$ cat src/rtl/core/shfr_pkg.sv
// Shared types and constants for the sync header frame receiver.
package shfr_pkg;

    localparam logic [7:0] HDR1 = 8'hAA;
    localparam logic [7:0] HDR2 = 8'hBB;
    localparam logic [5:0] LEN_SAT = 6'h3F;

    localparam int FIFO_DEPTH = 4;
    localparam int FIFO_PTR_W = $clog2(FIFO_DEPTH);
    localparam int FIFO_CNT_W = $clog2(FIFO_DEPTH + 1);

    typedef enum logic [2:0] {
        ST_HEAD1,
        ST_HEAD2,
        ST_FUNC1,
        ST_FUNC2,
        ST_LEN1,
        ST_LEN2,
        ST_DATA,
        ST_CHECK
    } t_parse_state;

    typedef enum logic [2:0] {
        OP_START,
        OP_FUNC_LO,
        OP_FUNC_HI,
        OP_DATA,
        OP_CHECK,
        OP_ABORT
    } t_op;

    typedef enum logic [1:0] {
        STATUS_GOOD     = 2'd0,
        STATUS_MISMATCH = 2'd1,
        STATUS_LEN_ERR  = 2'd2
    } t_status;

    typedef struct packed {
        t_op        op;
        logic [7:0] data;
        logic [5:0] len;
    } t_cmd;

endpackage

$ cat src/rtl/core/sync_header_frame_receiver_top.sv
// Top level of the sync header frame receiver.
//
// The input channel (i_valid, o_ready, i_rx_byte) takes one received byte per
// transfer. Frames are 0xAA 0xBB, a little-endian function code, a
// little-endian length, the payload and one checksum byte (8-bit sum of the
// payload). The output channel (o_valid, i_ready and the result fields) gives
// one result per finished frame or per length that exceeds MAX_PAYLOAD.
// A byte can be taken in every cycle while the command queue is not full. For
// the byte that ends the frame, the front end classifies it combinationally
// and writes a command into the queue, and the back end moves that command
// from the queue into the output register. While a result waits in the output
// register, the four-entry command queue keeps absorbing bytes; o_ready falls
// only once that queue is full. Reset returns the parser to hunting for the
// first header byte and empties the queue and the output register.
module sync_header_frame_receiver_top #(
    parameter int MAX_PAYLOAD = 63
) (
    input  logic        i_clk,
    input  logic        i_rst_n,
    input  logic        i_valid,
    output logic        o_ready,
    input  logic [7:0]  i_rx_byte,
    output logic        o_valid,
    input  logic        i_ready,
    output logic [1:0]  o_status,
    output logic [15:0] o_function_code,
    output logic [5:0]  o_payload_length,
    output logic [7:0]  o_state_word,
    output logic [7:0]  o_alarm_code,
    output logic [7:0]  o_switch_state
);
    import shfr_pkg::*;

    logic front_cmd_valid;
    t_cmd front_cmd;
    logic fifo_not_full;
    logic fifo_not_empty;
    t_cmd fifo_cmd;
    logic back_ready;

    shfr_front #(
        .MAX_PAYLOAD(MAX_PAYLOAD)
    ) u_front (
        .i_clk       (i_clk),
        .i_rst_n     (i_rst_n),
        .i_valid     (i_valid),
        .o_ready     (o_ready),
        .i_rx_byte   (i_rx_byte),
        .o_cmd_valid (front_cmd_valid),
        .o_cmd       (front_cmd),
        .i_cmd_ready (fifo_not_full)
    );

    shfr_fifo u_fifo (
        .i_clk       (i_clk),
        .i_rst_n     (i_rst_n),
        .i_push      (front_cmd_valid),
        .i_cmd       (front_cmd),
        .o_not_full  (fifo_not_full),
        .o_not_empty (fifo_not_empty),
        .o_cmd       (fifo_cmd),
        .i_pop       (back_ready)
    );

    shfr_back u_back (
        .i_clk            (i_clk),
        .i_rst_n          (i_rst_n),
        .i_cmd_valid      (fifo_not_empty),
        .i_cmd            (fifo_cmd),
        .o_cmd_ready      (back_ready),
        .o_valid          (o_valid),
        .i_ready          (i_ready),
        .o_status         (o_status),
        .o_function_code  (o_function_code),
        .o_payload_length (o_payload_length),
        .o_state_word     (o_state_word),
        .o_alarm_code     (o_alarm_code),
        .o_switch_state   (o_switch_state)
    );

endmodule

$ cat src/rtl/core/shfr_front.sv
// Front end: tracks the frame structure and turns received bytes into commands.
module shfr_front #(
    parameter int MAX_PAYLOAD = 63
) (
    input  logic           i_clk,
    input  logic           i_rst_n,
    input  logic           i_valid,
    output logic           o_ready,
    input  logic [7:0]     i_rx_byte,
    output logic           o_cmd_valid,
    output shfr_pkg::t_cmd o_cmd,
    input  logic           i_cmd_ready
);
    import shfr_pkg::*;

    localparam logic [15:0] MAX_LEN = 16'(MAX_PAYLOAD);

    t_parse_state r_state, n_state;
    logic [7:0]   r_len, n_len;
    logic [7:0]   r_count, n_count;
    logic         accept;
    logic         len1_err;
    logic         len2_err;
    logic [8:0]   count_inc;
    logic [5:0]   len_sat;

    assign o_ready   = i_cmd_ready;
    assign accept    = i_valid && i_cmd_ready;
    assign len1_err  = {8'd0, i_rx_byte} > MAX_LEN;
    assign len2_err  = {i_rx_byte, r_len} > MAX_LEN;
    assign count_inc = {1'b0, r_count} + 9'd1;
    assign len_sat   = (r_len > {2'b00, LEN_SAT}) ? LEN_SAT : r_len[5:0];

    always_comb begin
        n_state = r_state;
        n_len   = r_len;
        n_count = r_count;
        case (r_state)
            ST_HEAD1: begin
                n_state = (i_rx_byte == HDR1) ? ST_HEAD2 : ST_HEAD1;
            end
            ST_HEAD2: begin
                if (i_rx_byte == HDR2) begin
                    n_state = ST_FUNC1;
                end else if (i_rx_byte == HDR1) begin
                    n_state = ST_HEAD2;
                end else begin
                    n_state = ST_HEAD1;
                end
            end
            ST_FUNC1: begin
                n_state = ST_FUNC2;
            end
            ST_FUNC2: begin
                n_state = ST_LEN1;
            end
            ST_LEN1: begin
                n_len = i_rx_byte;
                if (len1_err) begin
                    n_state = (i_rx_byte == HDR1) ? ST_HEAD2 : ST_HEAD1;
                end else begin
                    n_state = ST_LEN2;
                end
            end
            ST_LEN2: begin
                n_count = 8'd0;
                if (len2_err) begin
                    n_state = (i_rx_byte == HDR1) ? ST_HEAD2 : ST_HEAD1;
                end else begin
                    n_state = (r_len == 8'd0) ? ST_CHECK : ST_DATA;
                end
            end
            ST_DATA: begin
                n_count = count_inc[7:0];
                if (count_inc >= {1'b0, r_len}) begin
                    n_state = ST_CHECK;
                end
            end
            ST_CHECK: begin
                n_state = ST_HEAD1;
            end
            default: begin
                n_state = ST_HEAD1;
            end
        endcase
    end

    always_comb begin
        o_cmd_valid = 1'b0;
        o_cmd.op    = OP_DATA;
        o_cmd.data  = i_rx_byte;
        o_cmd.len   = len_sat;
        case (r_state)
            ST_HEAD2: begin
                o_cmd_valid = i_valid && (i_rx_byte == HDR2);
                o_cmd.op    = OP_START;
            end
            ST_FUNC1: begin
                o_cmd_valid = i_valid;
                o_cmd.op    = OP_FUNC_LO;
            end
            ST_FUNC2: begin
                o_cmd_valid = i_valid;
                o_cmd.op    = OP_FUNC_HI;
            end
            ST_LEN1: begin
                o_cmd_valid = i_valid && len1_err;
                o_cmd.op    = OP_ABORT;
            end
            ST_LEN2: begin
                o_cmd_valid = i_valid && len2_err;
                o_cmd.op    = OP_ABORT;
            end
            ST_DATA: begin
                o_cmd_valid = i_valid;
                o_cmd.op    = OP_DATA;
            end
            ST_CHECK: begin
                o_cmd_valid = i_valid;
                o_cmd.op    = OP_CHECK;
            end
            default: begin
                o_cmd_valid = 1'b0;
            end
        endcase
    end

    always_ff @(posedge i_clk) begin
        if (!i_rst_n) begin
            r_state <= ST_HEAD1;
            r_len   <= 8'd0;
            r_count <= 8'd0;
        end else if (accept) begin
            r_state <= n_state;
            r_len   <= n_len;
            r_count <= n_count;
        end
    end

endmodule

$ cat src/rtl/core/shfr_fifo.sv
// Short command queue between the front end and the back end.
module shfr_fifo (
    input  logic           i_clk,
    input  logic           i_rst_n,
    input  logic           i_push,
    input  shfr_pkg::t_cmd i_cmd,
    output logic           o_not_full,
    output logic           o_not_empty,
    output shfr_pkg::t_cmd o_cmd,
    input  logic           i_pop
);
    import shfr_pkg::*;

    t_cmd                  r_mem [FIFO_DEPTH];
    logic [FIFO_PTR_W-1:0] r_wr_ptr;
    logic [FIFO_PTR_W-1:0] r_rd_ptr;
    logic [FIFO_CNT_W-1:0] r_count;
    logic                  do_push;
    logic                  do_pop;

    assign o_not_full  = r_count != FIFO_CNT_W'(FIFO_DEPTH);
    assign o_not_empty = r_count != '0;
    assign do_push     = i_push && o_not_full;
    assign do_pop      = i_pop && o_not_empty;
    assign o_cmd       = r_mem[r_rd_ptr];

    always_ff @(posedge i_clk) begin
        if (do_push) begin
            r_mem[r_wr_ptr] <= i_cmd;
        end
    end

    always_ff @(posedge i_clk) begin
        if (!i_rst_n) begin
            r_wr_ptr <= '0;
            r_rd_ptr <= '0;
            r_count  <= '0;
        end else begin
            if (do_push) begin
                r_wr_ptr <= r_wr_ptr + FIFO_PTR_W'(1);
            end
            if (do_pop) begin
                r_rd_ptr <= r_rd_ptr + FIFO_PTR_W'(1);
            end
            if (do_push && !do_pop) begin
                r_count <= r_count + FIFO_CNT_W'(1);
            end else if (do_pop && !do_push) begin
                r_count <= r_count - FIFO_CNT_W'(1);
            end
        end
    end

endmodule

$ cat src/rtl/core/shfr_back.sv
// Back end: accumulates frame fields and holds the result output register.
module shfr_back (
    input  logic           i_clk,
    input  logic           i_rst_n,
    input  logic           i_cmd_valid,
    input  shfr_pkg::t_cmd i_cmd,
    output logic           o_cmd_ready,
    output logic           o_valid,
    input  logic           i_ready,
    output logic [1:0]     o_status,
    output logic [15:0]    o_function_code,
    output logic [5:0]     o_payload_length,
    output logic [7:0]     o_state_word,
    output logic [7:0]     o_alarm_code,
    output logic [7:0]     o_switch_state
);
    import shfr_pkg::*;

    logic [15:0] r_func;
    logic [7:0]  r_sum;
    logic [7:0]  r_cap0;
    logic [7:0]  r_cap1;
    logic [7:0]  r_cap2;
    logic [1:0]  r_cap_idx;
    logic        r_out_valid;
    t_status     r_status;
    logic [15:0] r_out_func;
    logic [5:0]  r_out_len;
    logic [7:0]  r_out_cap0;
    logic [7:0]  r_out_cap1;
    logic [7:0]  r_out_cap2;
    logic        emits;
    logic        slot_free;
    logic        fire;

    assign emits       = (i_cmd.op == OP_CHECK) || (i_cmd.op == OP_ABORT);
    assign slot_free   = !r_out_valid || i_ready;
    assign o_cmd_ready = !emits || slot_free;
    assign fire        = i_cmd_valid && o_cmd_ready;

    always_ff @(posedge i_clk) begin
        if (!i_rst_n) begin
            r_func    <= 16'd0;
            r_sum     <= 8'd0;
            r_cap0    <= 8'd0;
            r_cap1    <= 8'd0;
            r_cap2    <= 8'd0;
            r_cap_idx <= 2'd0;
        end else if (fire) begin
            case (i_cmd.op)
                OP_START: begin
                    r_func    <= 16'd0;
                    r_sum     <= 8'd0;
                    r_cap0    <= 8'd0;
                    r_cap1    <= 8'd0;
                    r_cap2    <= 8'd0;
                    r_cap_idx <= 2'd0;
                end
                OP_FUNC_LO: begin
                    r_func <= {8'd0, i_cmd.data};
                end
                OP_FUNC_HI: begin
                    r_func[15:8] <= i_cmd.data;
                end
                OP_DATA: begin
                    r_sum <= r_sum + i_cmd.data;
                    if (r_cap_idx == 2'd0) begin
                        r_cap0 <= i_cmd.data;
                    end
                    if (r_cap_idx == 2'd1) begin
                        r_cap1 <= i_cmd.data;
                    end
                    if (r_cap_idx == 2'd2) begin
                        r_cap2 <= i_cmd.data;
                    end
                    if (r_cap_idx != 2'd3) begin
                        r_cap_idx <= r_cap_idx + 2'd1;
                    end
                end
                default: begin
                end
            endcase
        end
    end

    always_ff @(posedge i_clk) begin
        if (!i_rst_n) begin
            r_out_valid <= 1'b0;
        end else if (fire && emits) begin
            r_out_valid <= 1'b1;
        end else if (i_ready) begin
            r_out_valid <= 1'b0;
        end
    end

    always_ff @(posedge i_clk) begin
        if (fire && emits) begin
            r_out_func <= r_func;
            r_out_cap0 <= r_cap0;
            r_out_cap1 <= r_cap1;
            r_out_cap2 <= r_cap2;
            if (i_cmd.op == OP_ABORT) begin
                r_status  <= STATUS_LEN_ERR;
                r_out_len <= 6'd0;
            end else begin
                r_status  <= (r_sum == i_cmd.data) ? STATUS_GOOD : STATUS_MISMATCH;
                r_out_len <= i_cmd.len;
            end
        end
    end

    assign o_valid          = r_out_valid;
    assign o_status         = r_status;
    assign o_function_code  = r_out_func;
    assign o_payload_length = r_out_len;
    assign o_state_word     = r_out_cap0;
    assign o_alarm_code     = r_out_cap1;
    assign o_switch_state   = r_out_cap2;

endmodule

$ cat config.mk
export PLATFORM = sky130hd
export DESIGN_NAME = sync_header_frame_receiver_top
export DESIGN_NICKNAME = d
export VERILOG_FILES = /design/src/rtl/core/shfr_pkg.sv /design/src/rtl/core/sync_header_frame_receiver_top.sv /design/src/rtl/core/shfr_front.sv /design/src/rtl/core/shfr_fifo.sv /design/src/rtl/core/shfr_back.sv
export SDC_FILE = /design/constraint.sdc
export NUM_CORES = 1
export LEC_CHECK = 0
export ABC_AREA = 1
export BUFFER_PORTS_ARGS = -buffer_cell sky130_fd_sc_hd__buf_2
export CELL_PAD_IN_SITES_DETAIL_PLACEMENT = 1
export CELL_PAD_IN_SITES_GLOBAL_PLACEMENT = 2
export CORE_ASPECT_RATIO = 0.6
export CORE_MARGIN = 1
export CORE_UTILIZATION = 30
export CTS_BUF_LIST = sky130_fd_sc_hd__clkbuf_8
export DETAILED_ROUTE_END_ITERATION = 6
export HOLD_SLACK_MARGIN = 0.08
export PLACE_DENSITY = 0.7
export SLEW_MARGIN = 15
export SYNTH_ARGS = -nofsm -noshare
export SYNTH_HDL_FRONTEND = slang
export SYNTH_SLANG_ARGS = --single-unit
$ cat constraint.sdc
create_clock -name i_clk -period 3.27 [get_ports i_clk]
set_input_delay 0.654 -clock i_clk [delete_from_list [all_inputs] [get_ports i_clk]]
set_output_delay 0.654 -clock i_clk [all_outputs]
set_load 0.05 [all_outputs]
==> Word level (Yosys, flattened, before mapping) <==
Memories as Yosys holds them, arrays and structs flattened. A register that Yosys moved wholly into a read port is not among the register bits.
Index checks and enable logic that the tools add are counted.
{ "classes": {"add_sub_neg": 7, "n_lt_le_gt_ge": 4, "n_eq_ne": 24, "muxes": 31, "reduce_logical": 40} }
{ "ops": {"columns": ["cell", "n"], "rows": [
  ["case mux 8 bit (2 select lines)", 7],
  ["two-way mux 8 bit", 3],
  ["case mux 3 bit (8 select lines)", 1],
  ["equality test 3 bit (second input constant)", 6],
  ["two-way mux 3 bit", 6],
  ["equality test 8 bit (second input constant)", 2],
  ["> comparator 16 x 6 -> 1 bit (second input constant)", 1],
  ["> comparator 8 x 6 -> 1 bit (second input constant)", 2],
  ["case mux 3 bit (5 select lines)", 1],
  ["equality test 3 x 2 -> 1 bit (second input constant)", 4],
  ["AND reduction 2 bit", 6],
  ["AND reduction 3 bit", 4],
  ["nonzero test 2 bit", 6],
  ["!= test 2 x 1 -> 1 bit (second input constant)", 5],
  ["adder 8 x 1 -> 9 bit (second input constant)", 1],
  ["greater-or-equal comparator 9 x 8 -> 1 bit", 1],
  ["logical AND 1 bit", 9],
  ["adder 8 bit", 1],
  ["equality test 8 bit", 1],
  ["zero test 8 bit", 1],
  ["two-way mux 1 bit", 7],
  ["adder 2 x 1 -> 2 bit (second input constant)", 3],
  ["equality test 3 x 1 -> 1 bit (second input constant)", 2],
  ["zero test 3 bit", 2],
  ["other kinds (16)", 24]
]} }
{ "word_totals": {"ff_bits": 125, "mem_bits_rw": 68, "n_memories": 1} }
{ "memory_table": {"columns": ["memory", "depth", "word_bits", "rd", "rd_ports_with_merged_regs", "wr", "line_no", "text"], "rows": [
  ["u_fifo.r_mem", 4, 17, 1, 1, 1, "shfr_fifo.sv:14", "t_cmd r_mem [FIFO_DEPTH];"]
]} }

==> Logic depth before layout (Yosys ltp) <==
{ "logic_depth": {"depth_word": 8, "ltp_mapped": 17} }

==> Cells and area by module <==
Synthesis repeated with hierarchy kept, for this count alone.
{ "unflattened": {"cells_unflattened": 855, "hier_area_um2": 8664.6} }
{ "by_module_without_submodules": {"columns": ["mod", "instances", "cells_per_inst", "area_per_inst_um2", "seq_area_each_um2"], "rows": [
  ["shfr_back", 1, 406, 4072.7, 2462.4],
  ["shfr_fifo", 1, 232, 3140.5, 2222.1],
  ["shfr_front", 1, 217, 1451.4, 380.4]
]} }

==> Worst setup path before layout <==
No wires, ideal clock.
{ "synth_timing": {"kind": "input to register", "startpoint": "input port i_rx_byte[2]", "endpoint": "register u_fifo.r_count[2]", "setup_time_ps": 122, "t_arrival_ps": 2430, "required_ps": 3148, "slack_ps": 718, "cell_stages": 14, "n_path_buf": 0, "cell_sequence": "nor3_1 nand2_1 nor2_1 o21ai_0 nand2_1 nand2_1 inv_1 ha_1 inv_1 fa_1 a21oi_1 o21ai_0 o21ai_0 a21oi_1"} }
{ "synth_via": {"elab_chain_len": 7, "elab_cells_between_ends": 13} }
{ "synth_lines": {"columns": ["element", "line_no", "text"], "rows": [
  ["start: declaration", "sync_header_frame_receiver_top.sv:22", "input logic [7:0] i_rx_byte,"],
  ["> comparator 16 x 6 -> 1 bit (tied with other cells)", "shfr_front.sv:30", "assign len2_err = {i_rx_byte, r_len} > MAX_LEN;"],
  ["logical AND 1 bit, on equally long branches", "shfr_front.sv:111, shfr_front.sv:95, shfr_front.sv:107", null],
  ["case mux 1 bit (4 select lines) (*)", "shfr_front.sv:93", "case (r_state)"],
  ["logical AND 1 bit (*)", "shfr_fifo.sv:23", "assign do_push = i_push && o_not_full;"],
  ["net u_fifo.do_push", "shfr_fifo.sv:18", "logic do_push;"],
  ["zero test 1 bit", "shfr_fifo.sv:47", "end else if (do_pop && !do_push) begin"],
  ["logical AND 1 bit", "shfr_fifo.sv:47", null],
  ["nonzero test 2 bit (no source line)", null, null],
  ["end signal: assignment", "shfr_fifo.sv:46", "r_count <= r_count + FIFO_CNT_W'(1);"],
  ["end signal: assignment", "shfr_fifo.sv:48", "r_count <= r_count - FIFO_CNT_W'(1);"],
  ["end: declaration", "shfr_fifo.sv:17", "logic [FIFO_CNT_W-1:0] r_count;"]
]} }
Mark *: on every way through the listed nets, which the timed path passes. The rest lies on a longest branch.
A chain may end at the register's enable or synchronous reset.

==> summary.txt <==
Global route
  – Overall routing resource usage: 15.8%
  – Global-route wire length before repair: about 34000 um
  – Met3 GRT Util: 3.77%
  – Grt ovf: 0
  – GR Util met1: ~25%
  – Met2 Usage GRT: 20.4%
  – Vias in the first global route: about 5800
  – Top Usage Layer GRT: met1
  – Number of antenna violations at the first check in global routing: 0
  – Largest net degree at the start of global routing: 35

Flow run
  – Max-Cap Viols: 0

Yosys
  – Synth Flop Type: edfxtp_1
  – YS warnings: 0
  – Seq/Total Area, Yosys: between 60% and 70%
  – Gate count after technology mapping: between 800 and 900
  – EDFF count, synth: roughly 120
  – Synthesis-stage register bit count: between 150 and 200
  – Synthesized net count: between 800 and 900
  – Synth async-reset ratio: 0%
  – Post-synthesis cell type count: 43
  – Mapped cell area: ~8300 um^2
  – Syn avg cell area: 9.82 um^2

Setup path
  – Critical Path RT: around 3.7 ns
  – Slowest cell on the critical path: o22ai_1
  – Critical Path Max Stage Delay: about 0.45 ns
  – Worst Setup EP: u_back.r_sum[6]
  – Worst Path Arrival: about 3.1 ns
  – Crit path cell chain: buf_4 > o21ai_0 > o22ai_1 > ha_1 > a21oi_1 > o211ai_1 > or2_2 > nand3_1 > a21oi_1
  – CP dominant cell by count: a21oi_1
  – Reg-to-reg endpoint: u_back.r_sum[6]
  – Reg2Reg Depth: 9
  – Crit path kind: reg2reg
  – FF-to-FF setup slack: between 0.5 and 0.6 ns
  – Setup crit end kind: register
  – CP startpoint kind: register
  – Worst-path fanout max: 22

Route
  – Avg WL per Cell: approximately 17 um
  – Total wire length: 21700 um
  – Via-to-Cell Ratio: ~4.6
  – DRT Pass-1 Iters: 7
  – Antenna-violating nets left: 0
  – Initial drt markers: ~320
  – Via count: approximately 6000
  – DRC violations left: 0

Power
  – Total power per unit cell area: around 960 nW/um^2
  – P_leak: between 3 and 4 nW
  – Overall power: around 9 mW
  – Maximum vdd drop: between 0.0003 and 0.0004 V

Floorplanning
  – Die width: 217 um
  – Core Rows: 46
  – Core box area: approximately 27000 um^2
  – Die height: between 100 and 150 um
  – Die area: between 20000 and 30000 um^2
  – Initial Utilization: between 30 and 40%
  – IO Count: 62

STA
  – RSZ-0062 raised after global routing: no
  – Max Slew Vio Count: 0
  – Final Hold Viols: 0
  – Max Freq: 0.370 GHz
  – Clk_skew: approximately 0.015 ns
  – Setup violators final: 0
  – Crit share post-route: 82.6%
  – Setup TNS: 0 ns
  – Period minus WS final: between 2 and 3 ns
  – Worst-Margin Slew: 0.729 ns
  – Slew margin rel.: 51.4%

Layout
  – Area Growth Syn to Fin: 14.2%
  – Fraction of layout cells with a size suffix above 1: between 10% and 20%
  – Final Core Density: 35.4%
  – Highest-count cells in the layout ignoring fill and taps: nand2_1, edfxtp_1, nor2_1
  – # diodes: 0
  – Net count, final: about 960
  – Most common cell after layout, fill and taps aside: nand2_1
  – Top reg by flops: u_fifo.r_mem
  – Largest register FFs: 68
  – Final Cell Area: roughly 9500 um^2

Clock network
  – Post-CTS setup buffer count: 0
  – Post-CTS sizing: 0
  – Max Root-Sink Buffers: 2
  – CTS Hold Bufs: 0
  – Clock sinks: just under 200
  – Clock root buffer: clkbuf_8
  – Num CTS Buffers: 17
  – Worst-Skew Late Latency: roughly 0.5 ns
  – CTS tree: built
  – Reg clk slew, reported paths: ~0.11 ns
  – CTS H-tree depth: 4

Placed design
  – Post-DP HPWL: about 15000 um
  – DP Area: roughly 9000 um^2
  – I/O Buffers: 61
  – Placer Congestion: around 0.78

Min path
  – Hold Crit Class: reg2reg

Outcome
  – Status: completed
-- layout make-up --
class	instances	area (um^2)
clock buffer	17	234
clock inverter	15	201
fill	3072	17400
inverter	73	280
multi-input combinational	547	2800
sequential	195	5060
tap	360	450
timing repair buffer	83	495
-- cell usage after synthesis (all sizes together), types with 3 or more instances --
library cell  number  area share (%)
a21oi             79             4.7
buf               22             1.8
clkbuf            13            0.58
clkinv             3            0.15
dfxtp             79              19
edfxtp           116              42
ha                25             3.7
inv               70             3.2
nand2            155             7.2
nand3             70             4.5
nand4             21             1.6
nor2             103             4.7
nor3               4            0.24
o21ai             47             2.8
o22ai             13            0.97
or2                5            0.37
xnor2              3            0.31
xor2               5            0.52
-- worst max-delay path, delay by kind of cell, from the launching register on --
kind / cells / cell delay [ns]
simple gates: 2 / 0.37
buf+inv: 1 / 0.29
compound gates: 5 / 1.09
fa+ha+maj: 1 / 0.41
flops: 1 / 0.43
-- report_power, final --
part / switching [mW] / total, mW / internal, mW
registers: 0.237 / 3.53 / 3.30
clock network: 0.959 / 1.68 / 0.720
logic: 2.90 / 3.94 / 1.04
total: 4.09 / 9.15 / 5.06
-- cell families after synthesis --
kind of cell | Yosys count | synth area share (%)
and+or+nand+nor | 365 | 19.3
DFF | 195 | 60.7
AOI/OAI and AO/OA | 147 | 9.24
buffers and inverters | 108 | 5.71
adders and majority gates | 27 | 4.23
xor gates and xnor gates | 8 | 0.840
-- worst min-delay path by stage --
stage,start,to,depth (start not counted)
global route,i_rx_byte[7],u_fifo.r_mem[1][13],1
floorplan,u_back.r_cap0[2],u_back.o_state_word[2],0
finish,u_back.r_cap1[7],u_back.o_alarm_code[7],0
detailed placement,u_back.r_cap0[4],u_back.o_state_word[4],0
CTS,i_rx_byte[7],u_fifo.r_mem[0][13],1
global placement,u_back.r_cap2[3],u_back.o_switch_state[3],0
-- metrics by stage --
step / setup slack, ns / instances / hold slack, ns
floorplan: 0.718 / 850 / 0.408
global placement: 0.249 / 1258 / 0.420
detailed placement: 0.173 / 1258 / 0.416
CTS: 0.552 / 1290 / 0.392
global route: 0.337 / 1290 / 0.399
finish: 0.569 / 1290 / 0.442
-- per-layer routing --
| layer | share of wire (%) | up-vias |
|---|---|---|
| met5 | 0 | - |
| met4 | 0.93 | 0 |
| met3 | 4.9 | 13 |
| met2 | 38 | 94 |
| met1 | 56 | 2819 |
| li1 | - | 3032 |
(Power assumes the default switching activity.)
